===== src/design/vortex_ring_induced_velocity_defines.svh =====
// assertion macros shared by the vortex ring velocity block
`ifndef VORTEX_RING_INDUCED_VELOCITY_DEFINES_SVH
`define VORTEX_RING_INDUCED_VELOCITY_DEFINES_SVH

// antecedent implies consequent in the same cycle
`define VRI_ASSERT_IMPLY(label, clk, rst, ante, cons, msg) \
   label: assert property (@(posedge clk) disable iff (rst) (ante) |-> (cons)) else $error(msg);

// antecedent implies consequent in the following cycle
`define VRI_ASSERT_NEXT(label, clk, rst, ante, cons, msg) \
   label: assert property (@(posedge clk) disable iff (rst) (ante) |=> (cons)) else $error(msg);

`endif


===== src/design/vri_pkg.sv =====
// types and constants of the vortex ring velocity block
package vri_pkg;

   typedef struct packed {
      logic signed [31:0] point_x;
      logic signed [31:0] point_y;
      logic signed [31:0] point_z;
      logic signed [31:0] corner_x;
      logic signed [31:0] corner_y;
      logic signed [31:0] corner_z;
      logic               ring_last;
   } req_type;

   typedef struct packed {
      logic signed [31:0] vel_x;
      logic signed [31:0] vel_y;
      logic signed [31:0] vel_z;
   } rsp_type;

   typedef struct packed {
      logic        start;
      logic        is_sqrt;
      logic [63:0] operand;
      logic [41:0] divisor;
   } unit_req_type;

   typedef struct packed {
      logic        busy;
      logic        done;
      logic [43:0] result;
   } unit_rsp_type;

   typedef enum logic [9:0] {
      ST_IDLE  = 10'b0000000001,
      ST_DIFF  = 10'b0000000010,
      ST_MUL   = 10'b0000000100,
      ST_ADD   = 10'b0000001000,
      ST_START = 10'b0000010000,
      ST_UNIT  = 10'b0000100000,
      ST_NORM  = 10'b0001000000,
      ST_CHECK = 10'b0010000000,
      ST_SUM   = 10'b0100000000,
      ST_OUT   = 10'b1000000000
   } state_type;

   typedef enum logic [3:0] {
      PH_N1,
      PH_N2,
      PH_CROSS,
      PH_SQ,
      PH_U1,
      PH_U2,
      PH_K,
      PH_Q,
      PH_TERM,
      PH_SCALE
   } phase_type;

   localparam logic [31:0]  THR_RESET   = 32'd1;
   localparam logic [28:0]  INV_4PI_Q32 = 29'd341782638;
   localparam logic [127:0] ROUND_HALF  = 128'h8000_0000;
   localparam logic [46:0]  TERM_CAP    = {47{1'b1}};
   localparam logic [1:0]   CSR_THRESHOLD = 2'd0;

endpackage


===== src/design/vri_iter_unit.sv =====
// shared iterative unit: restoring divide and integer square root, one step a cycle
module vri_iter_unit (
   input  logic                  clock,
   input  logic                  reset,
   input  vri_pkg::unit_req_type req,
   output vri_pkg::unit_rsp_type rsp
);
   import vri_pkg::*;

   logic        busy_ff, busy_in;
   logic        done_ff, done_in;
   logic        sqrt_ff, sqrt_in;
   logic [5:0]  cnt_ff, cnt_in;
   logic [63:0] x_ff, x_in;
   logic [41:0] d_ff, d_in;
   logic [43:0] rem_ff, rem_in;
   logic [63:0] res_ff, res_in;

   logic [43:0] rem_div, rem_sq, trial;
   logic        ge_div, ge_sq, last_step;

   always_comb begin
      rem_div   = {rem_ff[42:0], x_ff[63]};
      ge_div    = rem_div >= {2'b00, d_ff};
      rem_sq    = {rem_ff[41:0], x_ff[63:62]};
      trial     = {res_ff[41:0], 2'b01};
      ge_sq     = rem_sq >= trial;
      last_step = sqrt_ff ? (cnt_ff == 6'd31) : (cnt_ff == 6'd63);

      busy_in = busy_ff;
      done_in = 1'b0;
      sqrt_in = sqrt_ff;
      cnt_in  = cnt_ff;
      x_in    = x_ff;
      d_in    = d_ff;
      rem_in  = rem_ff;
      res_in  = res_ff;

      if (req.start && !busy_ff) begin
         busy_in = 1'b1;
         sqrt_in = req.is_sqrt;
         cnt_in  = '0;
         x_in    = req.operand;
         d_in    = req.divisor;
         rem_in  = '0;
         res_in  = '0;
      end else if (busy_ff) begin
         if (sqrt_ff) begin
            rem_in = ge_sq ? (rem_sq - trial) : rem_sq;
            res_in = {res_ff[62:0], ge_sq};
            x_in   = {x_ff[61:0], 2'b00};
         end else begin
            rem_in = ge_div ? (rem_div - {2'b00, d_ff}) : rem_div;
            res_in = {res_ff[62:0], ge_div};
            x_in   = {x_ff[62:0], 1'b0};
         end
         cnt_in = cnt_ff + 6'd1;
         if (last_step) begin
            busy_in = 1'b0;
            done_in = 1'b1;
         end
      end
   end

   always_ff @(posedge clock) begin
      if (reset) begin
         busy_ff <= 1'b0;
         done_ff <= 1'b0;
      end else begin
         busy_ff <= busy_in;
         done_ff <= done_in;
      end
      sqrt_ff <= sqrt_in;
      cnt_ff  <= cnt_in;
      x_ff    <= x_in;
      d_ff    <= d_in;
      rem_ff  <= rem_in;
      res_ff  <= res_in;
   end

   assign rsp.busy   = busy_ff;
   assign rsp.done   = done_ff;
   assign rsp.result = res_ff[43:0];

endmodule


===== config.mk =====
export PLATFORM = sky130hd
export DESIGN_NAME = vri_iter_unit
export DESIGN_NICKNAME = d
export VERILOG_FILES = /design/src/design/vortex_ring_induced_velocity_defines.svh /design/src/design/vri_pkg.sv /design/src/design/vri_iter_unit.sv
export SDC_FILE = /design/constraint.sdc
export NUM_CORES = 1
export LEC_CHECK = 0
export BUFFER_PORTS_ARGS = -buffer_cell sky130_fd_sc_hd__buf_2
export CORE_MARGIN = 1.5
export CORE_UTILIZATION = 45
export CTS_CLUSTER_SIZE = 20
export DETAILED_ROUTE_END_ITERATION = 8
export PLACE_DENSITY = 0.78
export SLEW_MARGIN = 15
export SYNTH_ARGS = -nofsm -noshare
export SYNTH_HDL_FRONTEND = slang
export SYNTH_SLANG_ARGS = --single-unit

===== constraint.sdc =====
create_clock -name clock -period 3.2 [get_ports clock]
set_input_delay 0.64 -clock clock [delete_from_list [all_inputs] [get_ports clock]]
set_output_delay 0.64 -clock clock [all_outputs]
set_load 0.005 [all_outputs]

==> summary.md, run 1 <==
| Metric | Value |
|---|---|
| Worst EP required | `3.64 ns` |
| Core area | `29,900 um2` |
| Dpl cell area | `16,200 um2` |
| Post-Place Setup Slack | `-0.389 ns` |
| Max-cap viol count | `0` |
| Setup ws final | `-0.200 ns` |
| Register area share after synthesis | `0.372` |
| Placed Cells | `2,213` |
| Max stage delay on crit path | `0.37 ns` |
| Final Hold Vio Count | `0` |
| Design internal power | `9810 uW` |
| EDFF count, synth | `107` |
| Worst Setup End Kind | `flip-flop` |
| Die Area | `31,600 um2` |
| Clock skew | `0.0101 ns` |
| R2R depth | `19` |
| Largest net degree at the start of global routing | `92` |
| Crit-path slowest cell | `edfxtp_1` |
| CTS clk-pin slew, worst paths | `0.07 ns` |
| P per Cell Area | `959 nW/um2` |
| Max Root-Sink Buffers | `3` |
| Crit path arrival time | `3.84 ns` |
| Yosys reg bits | `202` |
| DR vias/cell | `5.69` |
| Syn_area_per_cell | `8.78 um2` |
| Worst Hold Class | `input pin to flip-flop` |
| Critical path, cell by cell | `inv_2 > ha_4 > fa_2 > nand2b_4 > a21oi_4 > o211ai_1 > nand3b_4 > a21oi_4 > o21a_2 > o31ai_4 > buf_4 > o31ai_4 > buf_6 > buf_6 > buf_6 > buf_6 > nor2_1 > a211oi_1 > nor3_1` |
| M1 wire length | `17.7 mm` |
| Distinct cells, synth | `83` |
| Crit path max-delay family | `compound AO/OA/AOI/OAI gates` |
| VDD IR-drop max | `603 uV` |
| Wire length on met3 | `3.75 mm` |
| Routed via count | `13,000` |
| Clock power frac | `0.158` |
| Port Buf Inserts | `155` |
| Htree depth | `1` |
| Area leader, netlist | `edfxtp_1` |
| Layout cells sized above 1 | `0.269` |
| Hold Path Origin | `reset` |
| Num CTS Buffers | `22` |
| Ys async rst share | `0` |
| R2R Path Start | `x_ff[63]` |
| Top sig layer | `met5` |
| GPL Wtd Cong | `0.902` |
| # IOs | `156` |
| Cell row count | `63` |
| RR Endpoint | `rem_ff[32]` |
| CP most frequent cell | `buf_6` |
| Initial DRT Pass Iterations | `6` |
| Post-Synthesis Cell Area | `13,800 um2` |
| Startpoint Class | `flip-flop` |
| Die W | `178 um` |
| Max-slew violation count | `0` |
| Worst reg2reg setup slack | `-0.20 ns` |
| Final instance area | `17,600 um2` |
| Final nets | `2,074` |
| Met2 Wirelength | `17.0 mm` |
| Failing checks | `negative setup slack` |
| Gr ovfl total | `0` |
| RSZ-0062 raised after global routing | `true` |
| FILL cells | `2,559` |
| WL final | `39.4 mm` |
| Synthesized instance count | `1,568` |
| Share of power burned in registers | `0.205` |
| Crit path buffers/inverters | `6` |
| Prevailing post-synth register cell | `edfxtp_1` |
| Initial Util | `0.461` |
| Drt initial violations | `1,037` |
| Drc violations | `0` |
| Num Clock Sinks | `202` |
| Die H | `178 um` |
| Largest cells by area after synthesis | `edfxtp_1, dfxtp_1, ha_1` |
| Synth warn | `0` |
| Part of the cycle the worst path needs | `1.06` |
| Gr usage total | `0.239` |
| # setup viols final | `29` |
| CP Max Fanout | `4` |
| Synth Net Count | `1,766` |
| Fmax | `294 MHz` |
| Leakage power | `0.00786 uW` |
| Slew HR | `0.370` |
| Share of the synthesized area in the top cell type | `0.233` |
| Fin crit period | `3.40 ns` |
| Detail Route Antenna Nets | `0` |
| Area grow syn2layout | `28.2%` |
| Fin cells | `2,286` |
| First-pass GRT wire length | `61.0 mm` |
| Vias in the first global route | `12,000` |
| Share of power burned in combinational logic | `0.637` |
| Post-layout utilization of the core | `0.590` |
| Hold path cells | `2` |
| Initial antenna violation count | `8` |
| Clk root buf | `clkbuf_16` |
| Sw frac | `0.421` |
| Post-detail-place hpwl | `28.7 mm` |
| Worst-margin pin slew | `0.946 ns` |
| Crit path launch | `x_ff[63]` |
| Routed WL per cell | `17.2 um` |
| CTS tree | `built` |
| Hold Path Sink | `busy_ff` |
| Clock insertion delay at the later pin of the skew report | `0.52 ns` |
| CTS Hold Buffers Added | `0` |
| P_sw | `7120 uW` |
| Crit Path Category | `flip-flop to flip-flop` |
| Status | `finished with violations` |
[kinds of logic (layout without fill, tap and decap cells)]
group	after synthesis	in the layout	share of synthesized area
AOI/OAI and AO/OA	483	485	0.236
DFF	202	202	0.372
xor gates and xnor gates	79	79	0.0503
other	0	5	0
muxes	89	89	0.0650
and+or+nand+nor	426	426	0.138
buffers and inverters	201	522	0.0585
adders and majority gates	88	88	0.0806
[layer usage]
metal,global-route usage,up-vias
li1,-,6333
met1,0.335,6022
met2,0.372,567
met3,0.0518,75
met4,0.0602,8
met5,0,-
[timing repair]
item / CTS / global route
gates cloned: 2 / 0
setup buffers: 18 / 13
setup endpoints to repair: 43 / 44
pin swaps: 31 / 52
gates resized for setup: 34 / 90
[registers in the layout, indices dropped and copies added, names as in the netlist]
register and flops:
res_ff 44, sqrt_ff 1, cnt_ff 6, done_ff 1, d_ff 42, busy_ff 1
x_ff 64, rem_ff 43
[per-stage QoR]
stage | TNS [ns] | total power (uW) | hold slack (ns)
2_1_floorplan | 0 | 9750 | 0.461
5_1_grt | -7.01 | 17900 | 0.271
3_5_place_dp | -9.92 | 12800 | 0.468
4_1_cts | -0.212 | 16000 | 0.273
3_3_place_gp | -4.51 | 12600 | 0.459
6_report | -2.37 | 16900 | 0.279
[cell type report]
type,instances,area [um2],area share
multi-input combinational,1167,8240,0.467
antenna,5,12.5,0.000709
inverter,107,402,0.0228
timing repair buffer,376,2630,0.149
sequential,202,5120,0.290
clock buffer,31,633,0.0359
tap,390,488,0.0277
clock inverter,8,115,0.00653
[worst register-to-register path, cell delays in order (launching register included)]
cell and delay [ns]:
edfxtp_1 0.37, inv_2 0.07, ha_4 0.16, fa_2 0.34, nand2b_4 0.16, a21oi_4 0.18
o211ai_1 0.15, nand3b_4 0.14, a21oi_4 0.06, o21a_2 0.22, o31ai_4 0.25, buf_4 0.16
o31ai_4 0.06, buf_6 0.16, buf_6 0.12, buf_6 0.11, buf_6 0.12, nor2_1 0.18
a211oi_1 0.10, nor3_1 0.20
[cells in the final DEF (no fill, tap or decap), types with 12 or more instances in the layout]
cell type	instances
a21oi_1	87
nand2b_1	20
a21o_1	49
buf_6	23
o31ai_1	43
xnor2_1	47
xor2_1	32
dfxtp_1	93
mux2i_1	84
inv_1	105
nand4_1	22
ha_1	84
nor2_1	69
nand2_1	212
clkbuf_16	23
o21ai_1	17
a211o_1	15
nor2_2	12
nand3_1	19
nor3_1	15
a21oi_2	19
o211ai_1	12
buf_4	188
o21ai_0	111
edfxtp_1	107
buf_2	155
o21bai_1	16
a31oi_1	14
[worst max-delay path by stage]
stage          cells after the start    endpoint
6_report                          19  rem_ff[32]
3_3_place_gp                      15  rem_ff[38]
3_5_place_dp                      15  rem_ff[38]
2_1_floorplan                     15  rem_ff[13]
4_1_cts                           15  rem_ff[11]
5_1_grt                           17  rem_ff[41]
[synthesized netlist by cell type, types with 14 or more instances]
cell	count
a211o_1	15
a211oi_1	15
a21o_1	49
a21oi_1	106
a31oi_1	14
buf_2	14
clkbuf_1	66
dfxtp_1	95
edfxtp_1	107
ha_1	87
inv_1	107
mux2i_1	86
nand2_1	213
nand2b_1	21
nand3_1	19
nand4_1	22
nor2_1	87
nor3_1	18
o21ai_0	122
o21bai_1	16
o31ai_1	44
xnor2_1	47
xor2_1	32
[power by group through the flow]
| stage | sequential (uW) | clock, uW | combinational, uW |
|---|---|---|---|
| 2_1_floorplan | 3430 | 0 | 6310 |
| 3_3_place_gp | 3470 | 0 | 9180 |
| 3_5_place_dp | 3490 | 0 | 9290 |
| 4_1_cts | 3440 | 2710 | 9830 |
| 5_1_grt | 3500 | 2810 | 11600 |
| 6_report | 3470 | 2670 | 10800 |
Power figures use the tool's default switching activity.
==> run 2, diff against run 1 <==
--- a/config.mk
+++ b/config.mk
@@ -5,6 +5,7 @@
 export SDC_FILE = /design/constraint.sdc
 export NUM_CORES = 1
 export LEC_CHECK = 0
+export ABC_AREA = 1
 export BUFFER_PORTS_ARGS = -buffer_cell sky130_fd_sc_hd__buf_2
 export CORE_MARGIN = 1.5
 export CORE_UTILIZATION = 45
==> run 2 against run 1 <==
Net effect:
- the run now ends clean
- critical path type unchanged
- first-iteration DRC count grew 73%
- hold slack lost 0.035 ns
- synthesized area grew 16%
- synthesized cell count grew 61%
- fmax grew 12%
- largest power group unchanged
- count of clock-buffer cells in the layout is the same
==> summary.md, run 2 <==
| Metric | Value |
|---|---|
| Status | `finished, final reports clean` |
| Post-synth top cells | `nand2_1, inv_1, nor2_1` |
| Gr ovfl total | `0` |
| Port Buf Inserts | `155` |
| Largest regs | `x_ff x64, res_ff x44, rem_ff x43` |
| Max-cap viol count | `0` |
| Antenna cells | `0` |
| Routed via count | `16,400` |
| Initial Util | `0.459` |
| First-pass GRT wire length | `77.3 mm` |
| Crit Path Category | `flip-flop to flip-flop` |
| CP Max Fanout | `27` |
| Register area share after synthesis | `0.321` |
| Critical path, cell by cell | `clkinvlp_4 > ha_1 > fa_1 > o21ai_2 > nand3_1 > nand2_2 > nand2_1 > nand2_2 > nand2_2 > nand2_8 > buf_12 > nand3_1 > nand3_1 > nand2_1 > nand2_1 > nand2_1` |
| CP most frequent cell | `nand2_1` |
| Leakage power | `0.00944 uW` |
| Crit path launch | `x_ff[63]` |
| Crit path arrival time | `3.49 ns` |
| R2R depth | `16` |
| Detail Route Antenna Nets | `0` |
| Fin crit period | `3.03 ns` |
| RSZ-0062 raised after global routing | `false` |
| GPL Wtd Cong | `1.02` |
| Max stage delay on crit path | `0.47 ns` |
| R2R Path Start | `x_ff[63]` |
| Final nets | `2,850` |
| Worst Hold Class | `input pin to flip-flop` |
| Most frequent cell after synthesis | `nand2_1` |
| Slew HR | `0.549` |
| Post-Synthesis Cell Area | `15,900 um2` |
| Share of the synthesized area in the top cell type | `0.211` |
| Area grow syn2layout | `12.7%` |
| CTS clk-pin slew, worst paths | `0.06 ns` |
| Most frequent cells in the layout | `nand2_1, inv_1, nor2_1` |
| Layout cells sized above 1 | `0.0985` |
| Fin cells | `3,126` |
| Worst EP required | `3.66 ns` |
| Htree depth | `1` |
| Syn_area_per_cell | `6.32 um2` |
| Setup TNS | `0 ns` |
| Final Hold Vio Count | `0` |
| Post-detail-place hpwl | `39.1 mm` |
| Clock skew | `0.0191 ns` |
| Crit-path slowest cell | `fa_1` |
| EDFF count, synth | `107` |
| Yosys reg bits | `202` |
| Part of the cycle the worst path needs | `0.946` |
| Routed WL per cell | `15.9 um` |
| Max FFs per register | `64` |
| VDD IR-drop max | `441 uV` |
| WL final | `49.6 mm` |
| Placed Cells | `3,078` |
| Cell row count | `68` |
| Synthesized instance count | `2,519` |
| RR Endpoint | `rem_ff[29]` |
| Core area | `34,700 um2` |
| Initial DRT Pass Iterations | `6` |
| # IOs | `156` |
| Initial antenna violation count | `0` |
| Synth Net Count | `2,717` |
| Gr usage total | `0.267` |
| CTS tree | `built` |
| DR vias/cell | `5.23` |
| Hold Path Origin | `req[37]` |
| Distinct cells, synth | `42` |
| Fmax | `330 MHz` |
| Synth warn | `0` |
| Drt initial violations | `1,796` |
| Die W | `191 um` |
| Die Area | `36,500 um2` |
| Num CTS Buffers | `26` |
| Worst reg2reg setup slack | `0.17 ns` |
| Worst Setup End Kind | `flip-flop` |
| Max Root-Sink Buffers | `3` |
| Leading cell type in the layout, fill and taps excluded | `nand2_1` |
| Die H | `191 um` |
| Num Clock Sinks | `202` |
| Max-slew violation count | `0` |
| Vias in the first global route | `15,000` |
| Termination of the worst setup path | `rem_ff[29]` |
| Ys async rst share | `0` |
| Post-layout utilization of the core | `0.517` |
| Largest net degree at the start of global routing | `110` |
| # setup viols final | `0` |
| Prevailing post-synth register cell | `edfxtp_1` |
| Clk root buf | `clkbuf_16` |
| Worst-margin pin slew | `0.675 ns` |
| CTS Hold Buffers Added | `0` |
| Area leader, netlist | `nand2_1` |
| P per Cell Area | `920 nW/um2` |
| Clock insertion delay at the later pin of the skew report | `0.57 ns` |
| Largest cells by area after synthesis | `nand2_1, edfxtp_1, dfxtp_1` |
| Drc violations | `0` |
| Startpoint Class | `flip-flop` |
| Largest Register | `x_ff` |
[run 2: cell types whose count changed after synthesis, sizes merged, moves of 85 or more]
cell   delta
a21oi    +93
inv     +311
mux2i    -86
nand2   +697
nand3   +179
nor2    +141
o21ai    -85
[run 2: repair_timing]
action                     in CTS  in global routing
gates resized for setup         0                  3
setup endpoints to repair       0                 32
buffers inserted                0                  1
[run 2: cells by family (layout without fill, tap and decap cells)]
group	Yosys count	count (layout)	synth area share
AOI/OAI and AO/OA	323	323	0.112
xor gates and xnor gates	51	51	0.0281
adders and majority gates	88	88	0.0696
buffers and inverters	493	645	0.124
DFF	202	202	0.321
and+or+nand+nor	1362	1362	0.345
[run 2: worst min path at each step]
stage | to | slack, ns | depth (start not counted)
5_1_grt | d_ff[30] | 0.22 | 1
6_report | d_ff[37] | 0.24 | 1
3_5_place_dp | rem_ff[42] | 0.44 | 2
2_1_floorplan | rem_ff[42] | 0.43 | 2
3_3_place_gp | rem_ff[42] | 0.44 | 2
4_1_cts | sqrt_ff | 0.22 | 1
[run 2: area by class of cell]
class                   count  area, um2
clock inverters            16        161
inverters                 419       1580
clock buffers              31        669
flip-flops and latches    202       5120
fillers                  3530      16800
multi-input cells        1824       8860
repair buffers            179        993
well taps                 455        569
[run 2: metal layers]
layer  vias to the layer above  global-route usage  part of all wire
met1                      7409               0.383              0.45
li1                       8218                   -                 -
met2                       640               0.419              0.44
met5                         -                   0                 0
met3                        87              0.0297             0.079
met4                         0              0.0802             0.031
[run 2: worst max-delay path: cells and delay by family (launching register included)]
kind / cells / cell delay [ns]
and+or+nand+nor: 11 / 1.19
buffers and inverters: 2 / 0.35
adders and majority gates: 2 / 0.71
DFF: 1 / 0.41
AOI/OAI and AO/OA: 1 / 0.25
[run 2: power breakdown]
| group | switching (uW) | total (uW) | internal (uW) |
|---|---|---|---|
| Sequential | 443 | 3560 | 3120 |
| Clock | 1210 | 2870 | 1660 |
| Combinational | 6740 | 10100 | 3340 |
| Total | 8390 | 16500 | 8120 |
[run 2: per-stage QoR]
step	hold slack, ns	area, um2	setup slack, ns	power (uW)
final	0.244	18000	0.172	16500
after global routing	0.220	18000	0.0152	17900
after CTS	0.215	17900	0.0705	16300
after detailed placement	0.445	17100	0.0733	13300
after global placement	0.439	17100	0.171	13200
after floorplan	0.427	15900	0.128	10900
==> run 3, diff against run 2 <==
--- a/config.mk
+++ b/config.mk
@@ -8,11 +8,12 @@
 export ABC_AREA = 1
 export BUFFER_PORTS_ARGS = -buffer_cell sky130_fd_sc_hd__buf_2
 export CORE_MARGIN = 1.5
-export CORE_UTILIZATION = 45
+export CORE_UTILIZATION = 25
 export CTS_CLUSTER_SIZE = 20
 export DETAILED_ROUTE_END_ITERATION = 8
-export PLACE_DENSITY = 0.78
+export PLACE_DENSITY = 0.54
 export SLEW_MARGIN = 15
 export SYNTH_ARGS = -nofsm -noshare
 export SYNTH_HDL_FRONTEND = slang
 export SYNTH_SLANG_ARGS = --single-unit
+export TNS_END_PERCENT = 1
==> constraint.sdc (replaced) <==
create_clock -name clock -period 3.2 [get_ports clock]
set_input_delay 0.32 -clock clock [delete_from_list [all_inputs] [get_ports clock]]
set_output_delay 0.32 -clock clock [all_outputs]
set_load 0.005 [all_outputs]
==> run 3 against run 2 <==
Net effect:
- die area is 79% higher
- clock skew is 0.0015 ns lower
- combinational power hardly changed
- power is 2.1% higher
- global-route usage is 10 points lower
- register-to-register slack better by 0.09 ns
- sequential share of layout area is 1.8 points lower
- final cell count is 15% higher
- critical path type unchanged
- highest routed layer unchanged
==> summary.md, run 3 (synthesis gave the netlist of run 2 again) <==
| Metric | Value |
|---|---|
| Max FFs per register | `64` |
| Gr ovfl total | `0` |
| Leading cell type in the layout, fill and taps excluded | `nand2_1` |
| Drc violations | `0` |
| Worst Hold Class | `input pin to flip-flop` |
| Core area | `63,000 um2` |
| Largest net degree at the start of global routing | `108` |
| Routed via count | `16,100` |
| Most frequent cells in the layout | `nand2_1, inv_1, nor2_1` |
| Crit path arrival time | `3.39 ns` |
| Hold_ws | `0.0375 ns` |
| FILL cells | `7,056` |
| CTS clk-pin slew, worst paths | `0.06 ns` |
| Slew HR | `0.619` |
| Max stage delay on crit path | `0.45 ns` |
| Largest regs | `x_ff x64, res_ff x44, rem_ff x43` |
| Max-slew violation count | `0` |
| Detail Route Antenna Nets | `0` |
| Startpoint Class | `flip-flop` |
| Initial antenna violation count | `2` |
| WL final | `54.1 mm` |
| CP Max Fanout | `22` |
| Post-detail-place hpwl | `43.2 mm` |
| Worst reg2reg setup slack | `0.26 ns` |
| Vias in the first global route | `15,400` |
| # IOs | `156` |
| Worst-margin pin slew | `0.571 ns` |
| VDD IR-drop max | `367 uV` |
| RSZ-0062 raised after global routing | `false` |
| Die H | `255 um` |
| Initial Util | `0.253` |
| Crit Path Category | `flip-flop to flip-flop` |
| Status | `finished, final reports clean` |
| Largest Register | `x_ff` |
| CP most frequent cell | `nand2_1` |
| Worst EP required | `3.65 ns` |
| Port Buf Inserts | `155` |
| Dpl cell area | `17,800 um2` |
| Fmax | `340 MHz` |
| Htree depth | `1` |
| Clock skew | `0.0176 ns` |
| Layout cells sized above 1 | `0.105` |
| Final Hold Vio Count | `0` |
| Die Area | `65,200 um2` |
| Clk root buf | `clkbuf_16` |
| # setup viols final | `0` |
| Setup TNS | `0 ns` |
| Final instance area | `19,100 um2` |
| Clock insertion delay at the later pin of the skew report | `0.57 ns` |
| Routed WL per cell | `15.1 um` |
| Critical path, cell by cell | `inv_1 > ha_1 > fa_1 > o21ai_2 > nand3_1 > nand2_2 > nand2_1 > nand2_2 > nand2_2 > nand2_4 > buf_6 > nand3_1 > nand3_1 > nand2_1 > nand2_1 > nand2_1` |
| Fin crit period | `2.94 ns` |
| Leakage power | `0.00978 uW` |
| GPL Wtd Cong | `0.941` |
| Num CTS Buffers | `26` |
| Cell row count | `92` |
| Crit path max-delay family | `simple AND/OR/NAND/NOR gates` |
| Final nets | `2,919` |
| Num Clock Sinks | `202` |
| Drt initial violations | `1,090` |
| Max Root-Sink Buffers | `3` |
| Crit path buffers/inverters | `2` |
| Part of the cycle the worst path needs | `0.919` |
| Worst Setup End Kind | `flip-flop` |
| First-pass GRT wire length | `84.6 mm` |
| Gr usage total | `0.162` |
| Die W | `255 um` |
| Area grow syn2layout | `20.2%` |
| Initial DRT Pass Iterations | `5` |
| P per Cell Area | `881 nW/um2` |
| Max-cap viol count | `0` |
| Crit-path slowest cell | `fa_1` |
| CTS tree | `built` |
| DR vias/cell | `4.49` |
-- run 3: what timing repair did --
action	in CTS	in global routing
buffers inserted	0	0
hold buffers	44	0
gates resized for setup	0	3
endpoints found under the hold margin	45	0
setup endpoints to repair	0	22
-- run 3: stage by stage --
step                total power (uW)  utilization  cells  setup WS [ns]
floorplan                      10900            -   2519         0.0666
global placement               13700        0.283   3495          0.142
detailed placement             13600        0.283   3495          0.144
CTS                            16800        0.304   3587          0.143
global route                   18400        0.304   3589         0.0133
finish                         16900        0.304   3589          0.260
-- run 3: layer usage --
metal,global-route usage,wire (um)
met1,0.226,25900
met2,0.259,23900
met3,0.0190,2810
met4,0.0539,1530
met5,0,0
-- run 3: where the power goes --
group | internal (uW) | switching, uW | leakage [uW]
clock | 1830 | 1200 | 0.000424
combinational | 3470 | 6830 | 0.00753
sequential | 3120 | 397 | 0.00183
total | 8420 | 8430 | 0.00978
-- run 3: worst min-delay path: stages --
cell	delay, ns
buf_2	0.07
nand2_1	0.04
o21ai_0	0.06
-- run 3: path summary, 6_finish.rpt --
path              start    endpoint  cells past startpoint
max            x_ff[63]  rem_ff[29]                     16
min             req[43]     x_ff[1]                      3
max reg2reg    x_ff[63]  rem_ff[29]                     16
min reg2reg  rem_ff[42]  rem_ff[42]                      2
-- run 3: final cells by class --
cell class	instances	area, um2	area share
Clock inverter	18	203	0.0106
Inverter	419	1580	0.0825
Timing Repair Buffer	248	1640	0.0856
Clock buffer	30	676	0.0353
Multi-Input combinational cell	1824	8860	0.463
Antenna cell	2	5.00	0.000262
Sequential cell	202	5120	0.267
Tap cell	846	1060	0.0553
